--- config.mk ---
export PLATFORM = sky130hd
export DESIGN_NAME = safety_mode_interlock_flat
export DESIGN_NICKNAME = d
export VERILOG_FILES = /design/src/smi_pkg.sv /design/src/smi_if.sv /design/src/smi_csr.sv /design/src/smi_decide.sv /design/src/safety_mode_interlock.sv /design/src/flat_wrapper.sv
export SDC_FILE = /design/constraint.sdc
export NUM_CORES = 1
export LEC_CHECK = 0
export BUFFER_PORTS_ARGS = -buffer_cell sky130_fd_sc_hd__buf_2
export CORE_MARGIN = 2
export CORE_UTILIZATION = 45
export DETAILED_ROUTE_END_ITERATION = 6
export GPL_TIMING_DRIVEN = 0
export PLACE_DENSITY = 0.85
export SLEW_MARGIN = 10
export SYNTH_ARGS = -nofsm -noshare
export SYNTH_HDL_FRONTEND = slang
export SYNTH_HIERARCHICAL = 1
export SYNTH_SLANG_ARGS = --single-unit
--- constraint.sdc ---
create_clock -name clock -period 2.6 [get_ports clock]
set_clock_uncertainty 0.2 [all_clocks]
set_input_delay 0.13 -clock clock [delete_from_list [all_inputs] [get_ports clock]]
set_output_delay 0.13 -clock clock [all_outputs]
set_load 0.01 [all_outputs]
--- src/smi_pkg.sv ---
`timescale 1ns / 1ps
// smi_pkg: shared types, codes and constants of the safety mode interlock
// no dependencies; imported by every module of the block

package smi_pkg;

   // default width of the latched fault word
   localparam int FAULT_WIDTH_DEFAULT = 8;

   // configuration port geometry: one 32-bit register at byte address 0
   localparam int CSR_ADDR_WIDTH = 3;
   localparam int CSR_DATA_WIDTH = 32;
   localparam int CSR_WORD_LSB   = 2;

   // register index within the word-address space
   localparam logic REG_LOW_VOLTAGE = 1'b0;

   // battery floor at or below which no low-voltage fault is raised
   localparam logic [15:0] BATTERY_FLOOR_MV = 16'd1000;

   // live fault bit positions
   localparam int FAULT_BIT_LEAK = 0;
   localparam int FAULT_BIT_IMU  = 1;
   localparam int FAULT_BIT_LOWV = 2;

   typedef enum logic [1:0] {
      MODE_STANDBY  = 2'd0,
      MODE_DISARMED = 2'd1,
      MODE_ARMED    = 2'd2,
      MODE_FAILSAFE = 2'd3
   } mode_type;

   typedef enum logic [1:0] {
      CMD_REQUEST  = 2'd0,
      CMD_FAILSAFE = 2'd1,
      CMD_INIT     = 2'd2
   } cmd_type;

   typedef enum logic [2:0] {
      ST_OK                 = 3'd0,
      ST_INVALID_PARAM      = 3'd1,
      ST_INVALID_TRANSITION = 3'd2,
      ST_FAULT_LATCHED      = 3'd3,
      ST_SAFETY_BLOCKED     = 3'd4
   } status_type;

   // decision handed from the interlock logic to the result stage
   typedef struct packed {
      status_type status;
      mode_type   mode;
   } decision_type;

endpackage

--- src/smi_if.sv ---
`timescale 1ns / 1ps
// smi_if: valid/ready channel interfaces for command items and result items
// no dependencies

interface smi_req_if;
   logic        valid;
   logic        ready;
   logic [1:0]  command;
   logic [1:0]  target_mode;
   logic        leak_detected;
   logic        imu_error;
   logic [15:0] battery_mv;
   logic [7:0]  failsafe_faults;

   modport source (
      output valid, command, target_mode, leak_detected, imu_error,
             battery_mv, failsafe_faults,
      input  ready
   );
   modport sink (
      input  valid, command, target_mode, leak_detected, imu_error,
             battery_mv, failsafe_faults,
      output ready
   );
endinterface

interface smi_rsp_if;
   logic       valid;
   logic       ready;
   logic [2:0] status;
   logic [1:0] current_mode;
   logic [7:0] fault_word;

   modport source (
      output valid, status, current_mode, fault_word,
      input  ready
   );
   modport sink (
      input  valid, status, current_mode, fault_word,
      output ready
   );
endinterface

--- src/smi_csr.sv ---
`timescale 1ns / 1ps
// smi_csr: APB-style register file holding the low-voltage threshold
// depends on smi_pkg

module smi_csr (
   input  logic                               clock,
   input  logic                               reset,
   input  logic                               csr_psel,
   input  logic                               csr_penable,
   input  logic                               csr_pwrite,
   input  logic [smi_pkg::CSR_ADDR_WIDTH-1:0] csr_paddr,
   input  logic [smi_pkg::CSR_DATA_WIDTH-1:0] csr_pwdata,
   output logic [smi_pkg::CSR_DATA_WIDTH-1:0] csr_prdata,
   output logic                               csr_pready,
   output logic [15:0]                        low_voltage_mv
);
   import smi_pkg::*;

   logic        word_index;
   logic        write_en;
   logic [15:0] low_voltage_ff;
   logic [15:0] low_voltage_in;

   // word index from the byte address
   assign word_index = csr_paddr[CSR_WORD_LSB];
   assign write_en   = csr_psel && csr_penable && csr_pwrite && csr_pready;
   assign csr_pready = 1'b1;

   // threshold register update
   always_comb begin
      low_voltage_in = low_voltage_ff;
      if (write_en && (word_index == REG_LOW_VOLTAGE)) begin
         low_voltage_in = csr_pwdata[15:0];
      end
   end

   always_ff @(posedge clock) begin
      if (reset) begin
         low_voltage_ff <= '0;
      end else begin
         low_voltage_ff <= low_voltage_in;
      end
   end

   // read mux
   always_comb begin
      csr_prdata = '0;
      if (word_index == REG_LOW_VOLTAGE) begin
         csr_prdata = CSR_DATA_WIDTH'(low_voltage_ff);
      end
   end

   assign low_voltage_mv = low_voltage_ff;

endmodule

--- src/smi_decide.sv ---
`timescale 1ns / 1ps
// smi_decide: mode transition rules, arming interlock and fault latching
// depends on smi_pkg

module smi_decide #(
   parameter int FAULT_WIDTH = smi_pkg::FAULT_WIDTH_DEFAULT
) (
   input  smi_pkg::mode_type     mode,
   input  logic [FAULT_WIDTH-1:0] faults,
   input  logic [1:0]            command,
   input  logic [1:0]            target_mode,
   input  logic                  leak_detected,
   input  logic                  imu_error,
   input  logic [15:0]           battery_mv,
   input  logic [7:0]            failsafe_faults,
   input  logic [15:0]           low_voltage_mv,
   output smi_pkg::decision_type decision,
   output logic [FAULT_WIDTH-1:0] faults_next
);
   import smi_pkg::*;

   logic [FAULT_WIDTH-1:0] live;
   logic [FAULT_WIDTH-1:0] entry_faults;
   mode_type               target;

   // live faults from the sensor flags and battery window
   always_comb begin
      live                 = '0;
      live[FAULT_BIT_LEAK] = leak_detected;
      live[FAULT_BIT_IMU]  = imu_error;
      live[FAULT_BIT_LOWV] = (battery_mv > BATTERY_FLOOR_MV) &&
                             (battery_mv < low_voltage_mv);
   end

   assign entry_faults = FAULT_WIDTH'(32'(failsafe_faults));
   assign target       = mode_type'(target_mode);

   // command decode and transition rules
   always_comb begin
      decision.status = ST_OK;
      decision.mode   = mode;
      faults_next     = faults;
      unique case (cmd_type'(command))
         CMD_REQUEST: begin
            if (mode == MODE_FAILSAFE) begin
               faults_next = live;
               if ((target != MODE_DISARMED) || (live != '0)) begin
                  decision.status = ST_FAULT_LATCHED;
               end else begin
                  faults_next   = '0;
                  decision.mode = MODE_DISARMED;
               end
            end else if (target == MODE_FAILSAFE) begin
               decision.status = ST_INVALID_TRANSITION;
            end else if (target == mode) begin
               decision.status = ST_OK;
            end else if ((target == MODE_ARMED) && (mode != MODE_DISARMED)) begin
               decision.status = ST_INVALID_TRANSITION;
            end else if ((target == MODE_ARMED) && (live != '0)) begin
               decision.status = ST_SAFETY_BLOCKED;
            end else begin
               decision.mode = target;
            end
         end
         CMD_FAILSAFE: begin
            if (entry_faults == '0) begin
               decision.status = ST_INVALID_PARAM;
            end else begin
               faults_next   = faults | entry_faults;
               decision.mode = MODE_FAILSAFE;
            end
         end
         CMD_INIT: begin
            decision.mode = target;
            faults_next   = '0;
         end
         default: begin
            decision.status = ST_INVALID_PARAM;
         end
      endcase
   end

endmodule

--- src/safety_mode_interlock.sv ---
`timescale 1ns / 1ps
// safety_mode_interlock: each command passes from the input register through the
// interlock logic into the result register; throughput one command per cycle
// unless a held result stalls it; mode and faults update as the item leaves
// the input register, so consecutive items see each other's effects
// reset (synchronous, active high): standby mode, no faults, threshold 0,
// both pipeline stages empty

module safety_mode_interlock #(
   parameter int FAULT_WIDTH = smi_pkg::FAULT_WIDTH_DEFAULT
) (
   input  logic                               clock,
   input  logic                               reset,
   smi_req_if.sink                            req_chan,
   smi_rsp_if.source                          rsp_chan,
   input  logic                               csr_psel,
   input  logic                               csr_penable,
   input  logic                               csr_pwrite,
   input  logic [smi_pkg::CSR_ADDR_WIDTH-1:0] csr_paddr,
   input  logic [smi_pkg::CSR_DATA_WIDTH-1:0] csr_pwdata,
   output logic [smi_pkg::CSR_DATA_WIDTH-1:0] csr_prdata,
   output logic                               csr_pready
);
   import smi_pkg::*;

   logic [15:0] low_voltage_mv;

   // input register
   logic        in_valid_ff;
   logic        in_valid_in;
   logic [1:0]  cmd_ff;
   logic [1:0]  req_mode_ff;
   logic        leak_ff;
   logic        imu_ff;
   logic [15:0] battery_ff;
   logic [7:0]  entry_faults_ff;

   // interlock state
   mode_type               mode_ff;
   mode_type               mode_in;
   logic [FAULT_WIDTH-1:0] faults_ff;
   logic [FAULT_WIDTH-1:0] faults_in;

   // result register
   logic       out_valid_ff;
   logic       out_valid_in;
   status_type out_status_ff;
   mode_type   out_mode_ff;
   logic [7:0] out_faults_ff;

   decision_type           decision;
   logic [FAULT_WIDTH-1:0] faults_next;
   logic                   advance;
   logic                   take;

   smi_csr u_csr (
      .clock          (clock),
      .reset          (reset),
      .csr_psel       (csr_psel),
      .csr_penable    (csr_penable),
      .csr_pwrite     (csr_pwrite),
      .csr_paddr      (csr_paddr),
      .csr_pwdata     (csr_pwdata),
      .csr_prdata     (csr_prdata),
      .csr_pready     (csr_pready),
      .low_voltage_mv (low_voltage_mv)
   );

   smi_decide #(
      .FAULT_WIDTH (FAULT_WIDTH)
   ) u_decide (
      .mode            (mode_ff),
      .faults          (faults_ff),
      .command         (cmd_ff),
      .target_mode     (req_mode_ff),
      .leak_detected   (leak_ff),
      .imu_error       (imu_ff),
      .battery_mv      (battery_ff),
      .failsafe_faults (entry_faults_ff),
      .low_voltage_mv  (low_voltage_mv),
      .decision        (decision),
      .faults_next     (faults_next)
   );

   // pipeline handshake
   assign advance        = in_valid_ff && (!out_valid_ff || rsp_chan.ready);
   assign req_chan.ready = !in_valid_ff || advance;
   assign take           = req_chan.valid && req_chan.ready;

   always_comb begin
      in_valid_in  = in_valid_ff;
      out_valid_in = out_valid_ff;
      mode_in      = mode_ff;
      faults_in    = faults_ff;
      if (advance) begin
         mode_in   = decision.mode;
         faults_in = faults_next;
      end
      if (take) begin
         in_valid_in = 1'b1;
      end else if (advance) begin
         in_valid_in = 1'b0;
      end
      if (advance) begin
         out_valid_in = 1'b1;
      end else if (rsp_chan.ready) begin
         out_valid_in = 1'b0;
      end
   end

   // control and state registers
   always_ff @(posedge clock) begin
      if (reset) begin
         in_valid_ff  <= 1'b0;
         out_valid_ff <= 1'b0;
         mode_ff      <= MODE_STANDBY;
         faults_ff    <= '0;
      end else begin
         in_valid_ff  <= in_valid_in;
         out_valid_ff <= out_valid_in;
         mode_ff      <= mode_in;
         faults_ff    <= faults_in;
      end
   end

   // command payload capture on transfer
   always_ff @(posedge clock) begin
      if (take) begin
         cmd_ff          <= req_chan.command;
         req_mode_ff     <= req_chan.target_mode;
         leak_ff         <= req_chan.leak_detected;
         imu_ff          <= req_chan.imu_error;
         battery_ff      <= req_chan.battery_mv;
         entry_faults_ff <= req_chan.failsafe_faults;
      end
   end

   // result payload capture
   always_ff @(posedge clock) begin
      if (advance) begin
         out_status_ff <= decision.status;
         out_mode_ff   <= decision.mode;
         out_faults_ff <= 8'(32'(faults_next));
      end
   end

   assign rsp_chan.valid        = out_valid_ff;
   assign rsp_chan.status       = out_status_ff;
   assign rsp_chan.current_mode = out_mode_ff;
   assign rsp_chan.fault_word   = out_faults_ff;

   // state only moves when an item leaves the input register
   a_state_hold: assert property (@(posedge clock) disable iff (reset)
      !advance |=> ($stable(mode_ff) && $stable(faults_ff)))
      else $error("interlock state changed without an item");

   // every processed item produces a pending result
   a_result_follows: assert property (@(posedge clock) disable iff (reset)
      advance |=> out_valid_ff)
      else $error("processed item produced no result");

   // a pending result reports the present mode
   a_mode_match: assert property (@(posedge clock) disable iff (reset)
      out_valid_ff |-> (out_mode_ff == mode_ff))
      else $error("result mode differs from interlock mode");

   // fault-latched status only ever comes with failsafe mode
   a_latched_failsafe: assert property (@(posedge clock) disable iff (reset)
      (out_valid_ff && (out_status_ff == ST_FAULT_LATCHED)) |->
      (out_mode_ff == MODE_FAILSAFE))
      else $error("fault latched outside failsafe");

endmodule
--- src/flat_wrapper.sv ---
// flat-port wrapper written by rule: the top's interface ports become plain ports
module safety_mode_interlock_flat import smi_pkg::*;
#(
   parameter int FAULT_WIDTH = smi_pkg::FAULT_WIDTH_DEFAULT
)
  (clock, reset, csr_psel, csr_penable, csr_pwrite, csr_paddr, csr_pwdata, csr_prdata, csr_pready, req_chan_valid, req_chan_command, req_chan_target_mode, req_chan_leak_detected, req_chan_imu_error, req_chan_battery_mv, req_chan_failsafe_faults, req_chan_ready, rsp_chan_valid, rsp_chan_status, rsp_chan_current_mode, rsp_chan_fault_word, rsp_chan_ready);
  smi_req_if req_chan_i ();
  smi_rsp_if rsp_chan_i ();
  input  logic clock;
  input  logic reset;
  input  logic csr_psel;
  input  logic csr_penable;
  input  logic csr_pwrite;
  input  logic [smi_pkg::CSR_ADDR_WIDTH-1:0] csr_paddr;
  input  logic [smi_pkg::CSR_DATA_WIDTH-1:0] csr_pwdata;
  output logic [smi_pkg::CSR_DATA_WIDTH-1:0] csr_prdata;
  output logic csr_pready;
  input wire logic [$bits(req_chan_i.valid)-1:0] req_chan_valid;
  input wire logic [$bits(req_chan_i.command)-1:0] req_chan_command;
  input wire logic [$bits(req_chan_i.target_mode)-1:0] req_chan_target_mode;
  input wire logic [$bits(req_chan_i.leak_detected)-1:0] req_chan_leak_detected;
  input wire logic [$bits(req_chan_i.imu_error)-1:0] req_chan_imu_error;
  input wire logic [$bits(req_chan_i.battery_mv)-1:0] req_chan_battery_mv;
  input wire logic [$bits(req_chan_i.failsafe_faults)-1:0] req_chan_failsafe_faults;
  output wire logic [$bits(req_chan_i.ready)-1:0] req_chan_ready;
  output wire logic [$bits(rsp_chan_i.valid)-1:0] rsp_chan_valid;
  output wire logic [$bits(rsp_chan_i.status)-1:0] rsp_chan_status;
  output wire logic [$bits(rsp_chan_i.current_mode)-1:0] rsp_chan_current_mode;
  output wire logic [$bits(rsp_chan_i.fault_word)-1:0] rsp_chan_fault_word;
  input wire logic [$bits(rsp_chan_i.ready)-1:0] rsp_chan_ready;
  assign req_chan_i.valid = req_chan_valid;
  assign req_chan_i.command = req_chan_command;
  assign req_chan_i.target_mode = req_chan_target_mode;
  assign req_chan_i.leak_detected = req_chan_leak_detected;
  assign req_chan_i.imu_error = req_chan_imu_error;
  assign req_chan_i.battery_mv = req_chan_battery_mv;
  assign req_chan_i.failsafe_faults = req_chan_failsafe_faults;
  assign req_chan_ready = req_chan_i.ready;
  assign rsp_chan_valid = rsp_chan_i.valid;
  assign rsp_chan_status = rsp_chan_i.status;
  assign rsp_chan_current_mode = rsp_chan_i.current_mode;
  assign rsp_chan_fault_word = rsp_chan_i.fault_word;
  assign rsp_chan_i.ready = rsp_chan_ready;
  safety_mode_interlock #(.FAULT_WIDTH(FAULT_WIDTH)) u_core (.clock(clock), .reset(reset), .req_chan(req_chan_i), .rsp_chan(rsp_chan_i), .csr_psel(csr_psel), .csr_penable(csr_penable), .csr_pwrite(csr_pwrite), .csr_paddr(csr_paddr), .csr_pwdata(csr_pwdata), .csr_prdata(csr_prdata), .csr_pready(csr_pready));
endmodule
; Yosys cells after proc, flatten, opt, wreduce, memory -nomap -nowiden
; Cells that the tools add are included.
[totals]
reg_bits = 71
input_bits = 72
wordCells = 68
[op_classes]
order_cmp = 2
eq_ne = 8
muxes = 24
bitwise = 2
reduce_logical = 18
[ops]
columns = cell, count
row1 = case mux 8 bit (3 select lines), 1
row2 = > comparator 16 x 10 -> 1 bit (second input constant), 1
row3 = less-than comparator 16 bit, 1
row4 = two-way mux 16 bit, 1
row5 = two-way mux 8 bit, 2
row6 = two-way mux 3 bit, 5
row7 = two-way mux 2 bit, 7
row8 = case mux 3 bit (3 select lines), 1
row9 = == test 2 bit (second input constant), 4
row10 = logical AND 1 bit, 8
row11 = zero test 8 bit, 1
row12 = OR 8 bit, 1
row13 = nonzero test 8 bit, 1
row14 = case mux 2 bit (3 select lines), 1
row15 = two-way mux 1 bit, 5
row16 = two-way mux 5 bit, 1
row17 = inequality test 2 x 1 -> 1 bit (second input constant), 2
row18 = nonzero test 2 bit, 2
row19 = logical OR 1 bit, 3
row20 = == test 2 x 1 -> 1 bit (second input constant), 1
row21 = == test 2 bit, 1
row22 = zero test 1 bit, 2
row23 = zero test 2 bit, 1
row24 = NOT 1 bit, 1

; Logic depth before layout (Yosys ltp)
[depth]
ltp_word = 10
depth_mapped = 10

; Modules after synthesis
; The synthesis kept the hierarchy.
[by_module_without_submodules]
columns = module, n_inst, cells_each, area_per_inst_um2, seq_area_each_um2
row1 = safety_mode_interlock, 1, 96, 1836.8, 1531.5
row2 = smi_csr, 1, 106, 987.2, 320.3
row3 = smi_decide, 1, 127, 769.5, 0.0

; Worst setup path before layout
; Ideal clock, no wire load.
[synth_timing]
path_kind = register -> register
start = reg u_core.out_valid_ff, in the netlist u_core/rsp_chan.valid
end = reg u_core.battery_ff[0], enable pin
setup_time_ns = 0.427
arrival_time_ns = 1.988
slack_ns = -0.015
stages_incl_launch_ff = 3
path_buffers = 0
period_less_slack_ns = 2.615
cell_sequence = dfxtp_1 > nor2b_4 > a21oi_1
[synth_via]
elab_chain_len = 5
[synth_rtl]
columns = item, line
row1 = "start, declared", safety_mode_interlock.sv:45  ; logic out_valid_ff;
row2 = "start signal, assigned", safety_mode_interlock.sv:120  ; out_valid_ff <= out_valid_in;
row3 = zero test 1 bit, safety_mode_interlock.sv:86  ; assign advance = in_valid_ff && (!out_valid_ff || rsp_chan.ready);
row4 = logical OR 1 bit, safety_mode_interlock.sv:86
row5 = logical AND 1 bit, safety_mode_interlock.sv:86
row6 = logical OR 1 bit, safety_mode_interlock.sv:87  ; assign req_chan.ready = !in_valid_ff || advance;
row7 = logical AND 1 bit, safety_mode_interlock.sv:88  ; assign take = req_chan.valid && req_chan.ready;
row8 = "end signal, assigned", safety_mode_interlock.sv:133  ; battery_ff <= req_chan.battery_mv;
row9 = "end, declared", safety_mode_interlock.sv:35  ; logic [15:0] battery_ff;
; No other way between the ends.
; A chain may end at the register's enable or synchronous reset.

==> impl_metrics.json <==
{
  "crit_fanout": 3,
  "synth_top_family_by_area": "simple AND/OR/NAND/NOR gates",
  "dr.pass1.iters": 4,
  "fillers": 565,
  "crit_chain": "inv_1 > ha_1 > nand4_1 > or4_4 > o21ai_1 > o2111a_2 > o221ai_2",
  "vdd_drop_max_uv": 381.6,
  "cap_violations": 0,
  "placed_cell_area_mm2": 0.004237,
  "synthXorXnorAreaFrac": 0,
  "drv_slew": 0,
  "p_per_area_mw_per_mm2": 475.8,
  "core_area_mm2": 0.007727,
  "avgSynthCellArea_um2": 10.92,
  "die_y_um": 93.36,
  "numCtsBuffers": 9,
  "grt_first_pass_wirelength_um": 13790,
  "ant_nets": 0,
  "finalCritPeriodShare": 0.9517,
  "die_x_um": 93.36,
  "setup_viol": 0,
  "postCtsSetupRepairBufs": 0,
  "drc_errors": 0,
  "yosys_warnings": 6,
  "portBuffers": 84,
  "critPathArrivalTime_ps": 2350,
  "track_usage": 0.2054,
  "grt_pass1_vias": 2986,
  "tns_ps": 0,
  "synth-adder-area-share": 0.05223,
  "synth_mux_area_frac": 0.07242,
  "wire_per_inst_um": 14.01,
  "num_rows": 32,
  "insertion_delay_ps": 340,
  "drive_gt1_frac": 0.2626,
  "drt-total-wl_um": 8364,
  "cp_slowest_stage_delay_ps": 570,
  "final-seq-area_mm2": 0.001853,
  "grt_max_degree": 26,
  "nets": 577,
  "area_delta_synth_final_pct": 36.21,
  "finalHoldViolCount": 0,
  "antenna_found_initial": 0,
  "rsz0062_at_grt": "no",
  "ios": 120,
  "clk_path_buf_depth": 2,
  "hold_class": "in2reg",
  "synthCells": 329,
  "fmax_mhz": 404.1,
  "htreeDepth": 3,
  "synth_compound_area_frac": 0.08496,
  "initial_utilization": 0.4650,
  "leakage_nw": 1.986,
  "synth-seq-area-share": 0.5153,
  "multiInputGateArea_mm2": 0.001525,
  "clkTransAtPathRegs_ps": 70,
  "synthSimpleGateAreaFrac": 0.1929,
  "dieArea_mm2": 0.008716,
  "gr-total-overflow": 0,
  "critPathBufInv": 1,
  "synth_seq_cells": 71,
  "cts_root_buf": "clkbuf_8",
  "viasPerCell": 4.903,
  "cts.sinks": 71,
  "cp.required_ps": 2470,
  "crit_family": "simple AND/OR/NAND/NOR gates",
  "slowest_stage": "or4_4",
  "end_kind": "register",
  "crit_path_start_kind": "register",
  "min_period_ps": 2475,
  "stdcell_area_mm2": 0.004895,
  "vias": 2927,
  "routabilityCongestion": 0.8748,
  "ys_types": 37,
  "drtIter0Drc": 345,
  "cts_tree": "built",
  "crit_type": "reg2reg",
  "dp_hpwl_um": 5525,
  "synth_area_mm2": 0.003593,
  "diodes": 0,
  "outcome": "completed"
}
registers in the layout, summed over array words and instances (netlist names):
register	flops
u_core/rsp_chan.fault_word	8
u_core/rsp_chan.status	3
u_core/in_valid_ff	1
u_core/mode_ff	2
u_core/cmd_ff	2
u_core/req_mode_ff	2
u_core/rsp_chan.valid	1
u_core/entry_faults_ff	8
u_core/imu_ff	1
u_core/battery_ff	16
u_core/u_csr/low_voltage_mv	16
u_core/faults_ff	8
u_core/leak_ff	1
u_core/rsp_chan.current_mode	2
cell type report:
cell class	instances	area share
Buffer	29	0.04346
Clock buffer	14	0.02914
Clock inverter	2	0.002045
Inverter	20	0.01534
Multi-Input combinational cell	224	0.3116
Sequential cell	71	0.3786
Tap cell	102	0.02607
Timing Repair Buffer	135	0.1938
report_power, final:
part / internal [mW] / switching (mW) / leakage (nW) / total [mW]
Combinational: 0.184 / 0.157 / 1.26 / 0.341
Clock: 0.345 / 0.360 / 0.0784 / 0.705
Sequential: 1.25 / 0.0327 / 0.646 / 1.28
what timing repair did:
item,4_1_cts,5_1_grt
hold buffers,50,0
gates resized for setup,0,3
hold endpoints to repair,48,0
setup endpoints to repair,0,8
cells by family (layout without fill, tap and decap cells):
group	after synthesis	count (layout)
AO/OA/AOI/OAI	51	51
adder cells (fa/ha/maj)	15	15
buffers and inverters	49	200
flip-flops	71	71
multiplexers	26	26
other	2	17
AND/OR/NAND/NOR	115	115
Yosys cell counts:
| cell type | instances | area [µm²] |
|---|---|---|
| buf_6 | 1 | 11.26 |
| nor4b_1 | 1 | 8.760 |
| and4b_1 | 2 | 20.02 |
| o21ai_1 | 5 | 25.02 |
| o2111a_2 | 1 | 12.51 |
| nor2_1 | 12 | 45.04 |
| nor4_1 | 3 | 18.77 |
| buf_4 | 17 | 127.6 |
| conb_1 | 2 | 7.510 |
| clkbuf_1 | 9 | 33.78 |
| nand4b_1 | 1 | 8.760 |
| o2111ai_1 | 1 | 8.760 |
| or4_1 | 2 | 15.01 |
| nand2b_1 | 53 | 331.6 |
| nor3_1 | 1 | 5.000 |
| nor2b_1 | 12 | 75.07 |
| o21ai_0 | 10 | 50.05 |
| a21oi_1 | 23 | 115.1 |
| a21boi_1 | 1 | 7.510 |
| nand3_1 | 2 | 10.01 |
| o22ai_1 | 4 | 25.02 |
| o221ai_2 | 1 | 15.01 |
| a2111oi_2 | 1 | 15.01 |
| and2b_2 | 6 | 52.55 |
| a22oi_1 | 2 | 15.01 |
| nand2_1 | 15 | 56.30 |
| ha_1 | 15 | 187.7 |
| mux2i_1 | 26 | 260.3 |
| a32oi_1 | 1 | 8.760 |
| dfxtp_1 | 28 | 560.5 |
| edfxtp_1 | 43 | 1291 |
| buf_12 | 2 | 40.04 |
| o21a_1 | 1 | 7.510 |
| nor2b_4 | 2 | 27.53 |
| nand4_1 | 2 | 12.51 |
| inv_1 | 20 | 75.07 |
| and3_1 | 1 | 6.260 |
per-layer routing:
metal,track usage,share of wire,wire length [µm],up-vias
met2,0.3561,0.52,4313,131
met3,0.03707,0.056,471,24
met5,0,0,0,-
met1,0.2399,0.39,3301,1336
met4,0.1115,0.033,277,0
li1,-,-,-,1436
worst min-delay path, cell delays in order:
cell,delay [ps]
buf_2,180
nand2b_1,130
mux2i_1,60
per-stage QoR:
step | power, mW | util | std cells | hold slack [ps] | setup slack [ps]
2_1_floorplan | 1.475 | - | 344 | 28.87 | 348.2
3_3_place_gp | 1.561 | 0.5437 | 530 | 106.8 | 162.1
3_5_place_dp | 1.579 | 0.5483 | 531 | 108.1 | 133.4
4_1_cts | 2.339 | 0.6328 | 597 | 2.614 | 116.5
5_1_grt | 2.432 | 0.6334 | 597 | 39.09 | 2.441
6_report | 2.329 | 0.6334 | 597 | 14.21 | 125.5
placed cells by master, fill, tap and decap left out, types with 2 or more instances in the layout:
master,count
nor2b_4,2
ha_1,15
a22oi_1,2
nor2b_1,12
a21oi_1,22
edfxtp_1,43
conb_1,17
nand2b_1,53
o21ai_1,6
clkbuf_1,14
o21ai_0,9
nand2_1,15
clkbuf_8,9
and4b_1,2
nor2_1,12
inv_1,20
nand3_1,2
clkinv_2,2
and2b_2,6
buf_2,84
dlygate4sd3_1,50
nor4_1,3
mux2i_1,26
buf_12,2
dfxtp_1,27
buf_4,17
nand4_1,2
o22ai_1,4
worst paths after layout:
path	cells after the start	endpoint	slack, ps	startpoint
worst max-delay path	7	u_core/rsp_chan.current_mode[1]	130	u_core/u_csr/low_voltage_mv[15]
worst min-delay path	3	u_core/faults_ff[0]	10	reset
worst max register to register	7	u_core/rsp_chan.current_mode[1]	130	u_core/u_csr/low_voltage_mv[15]
worst min register to register	2	u_core/faults_ff[0]	290	u_core/faults_ff[0]
Note: power is estimated with default switching activity, not from simulation.
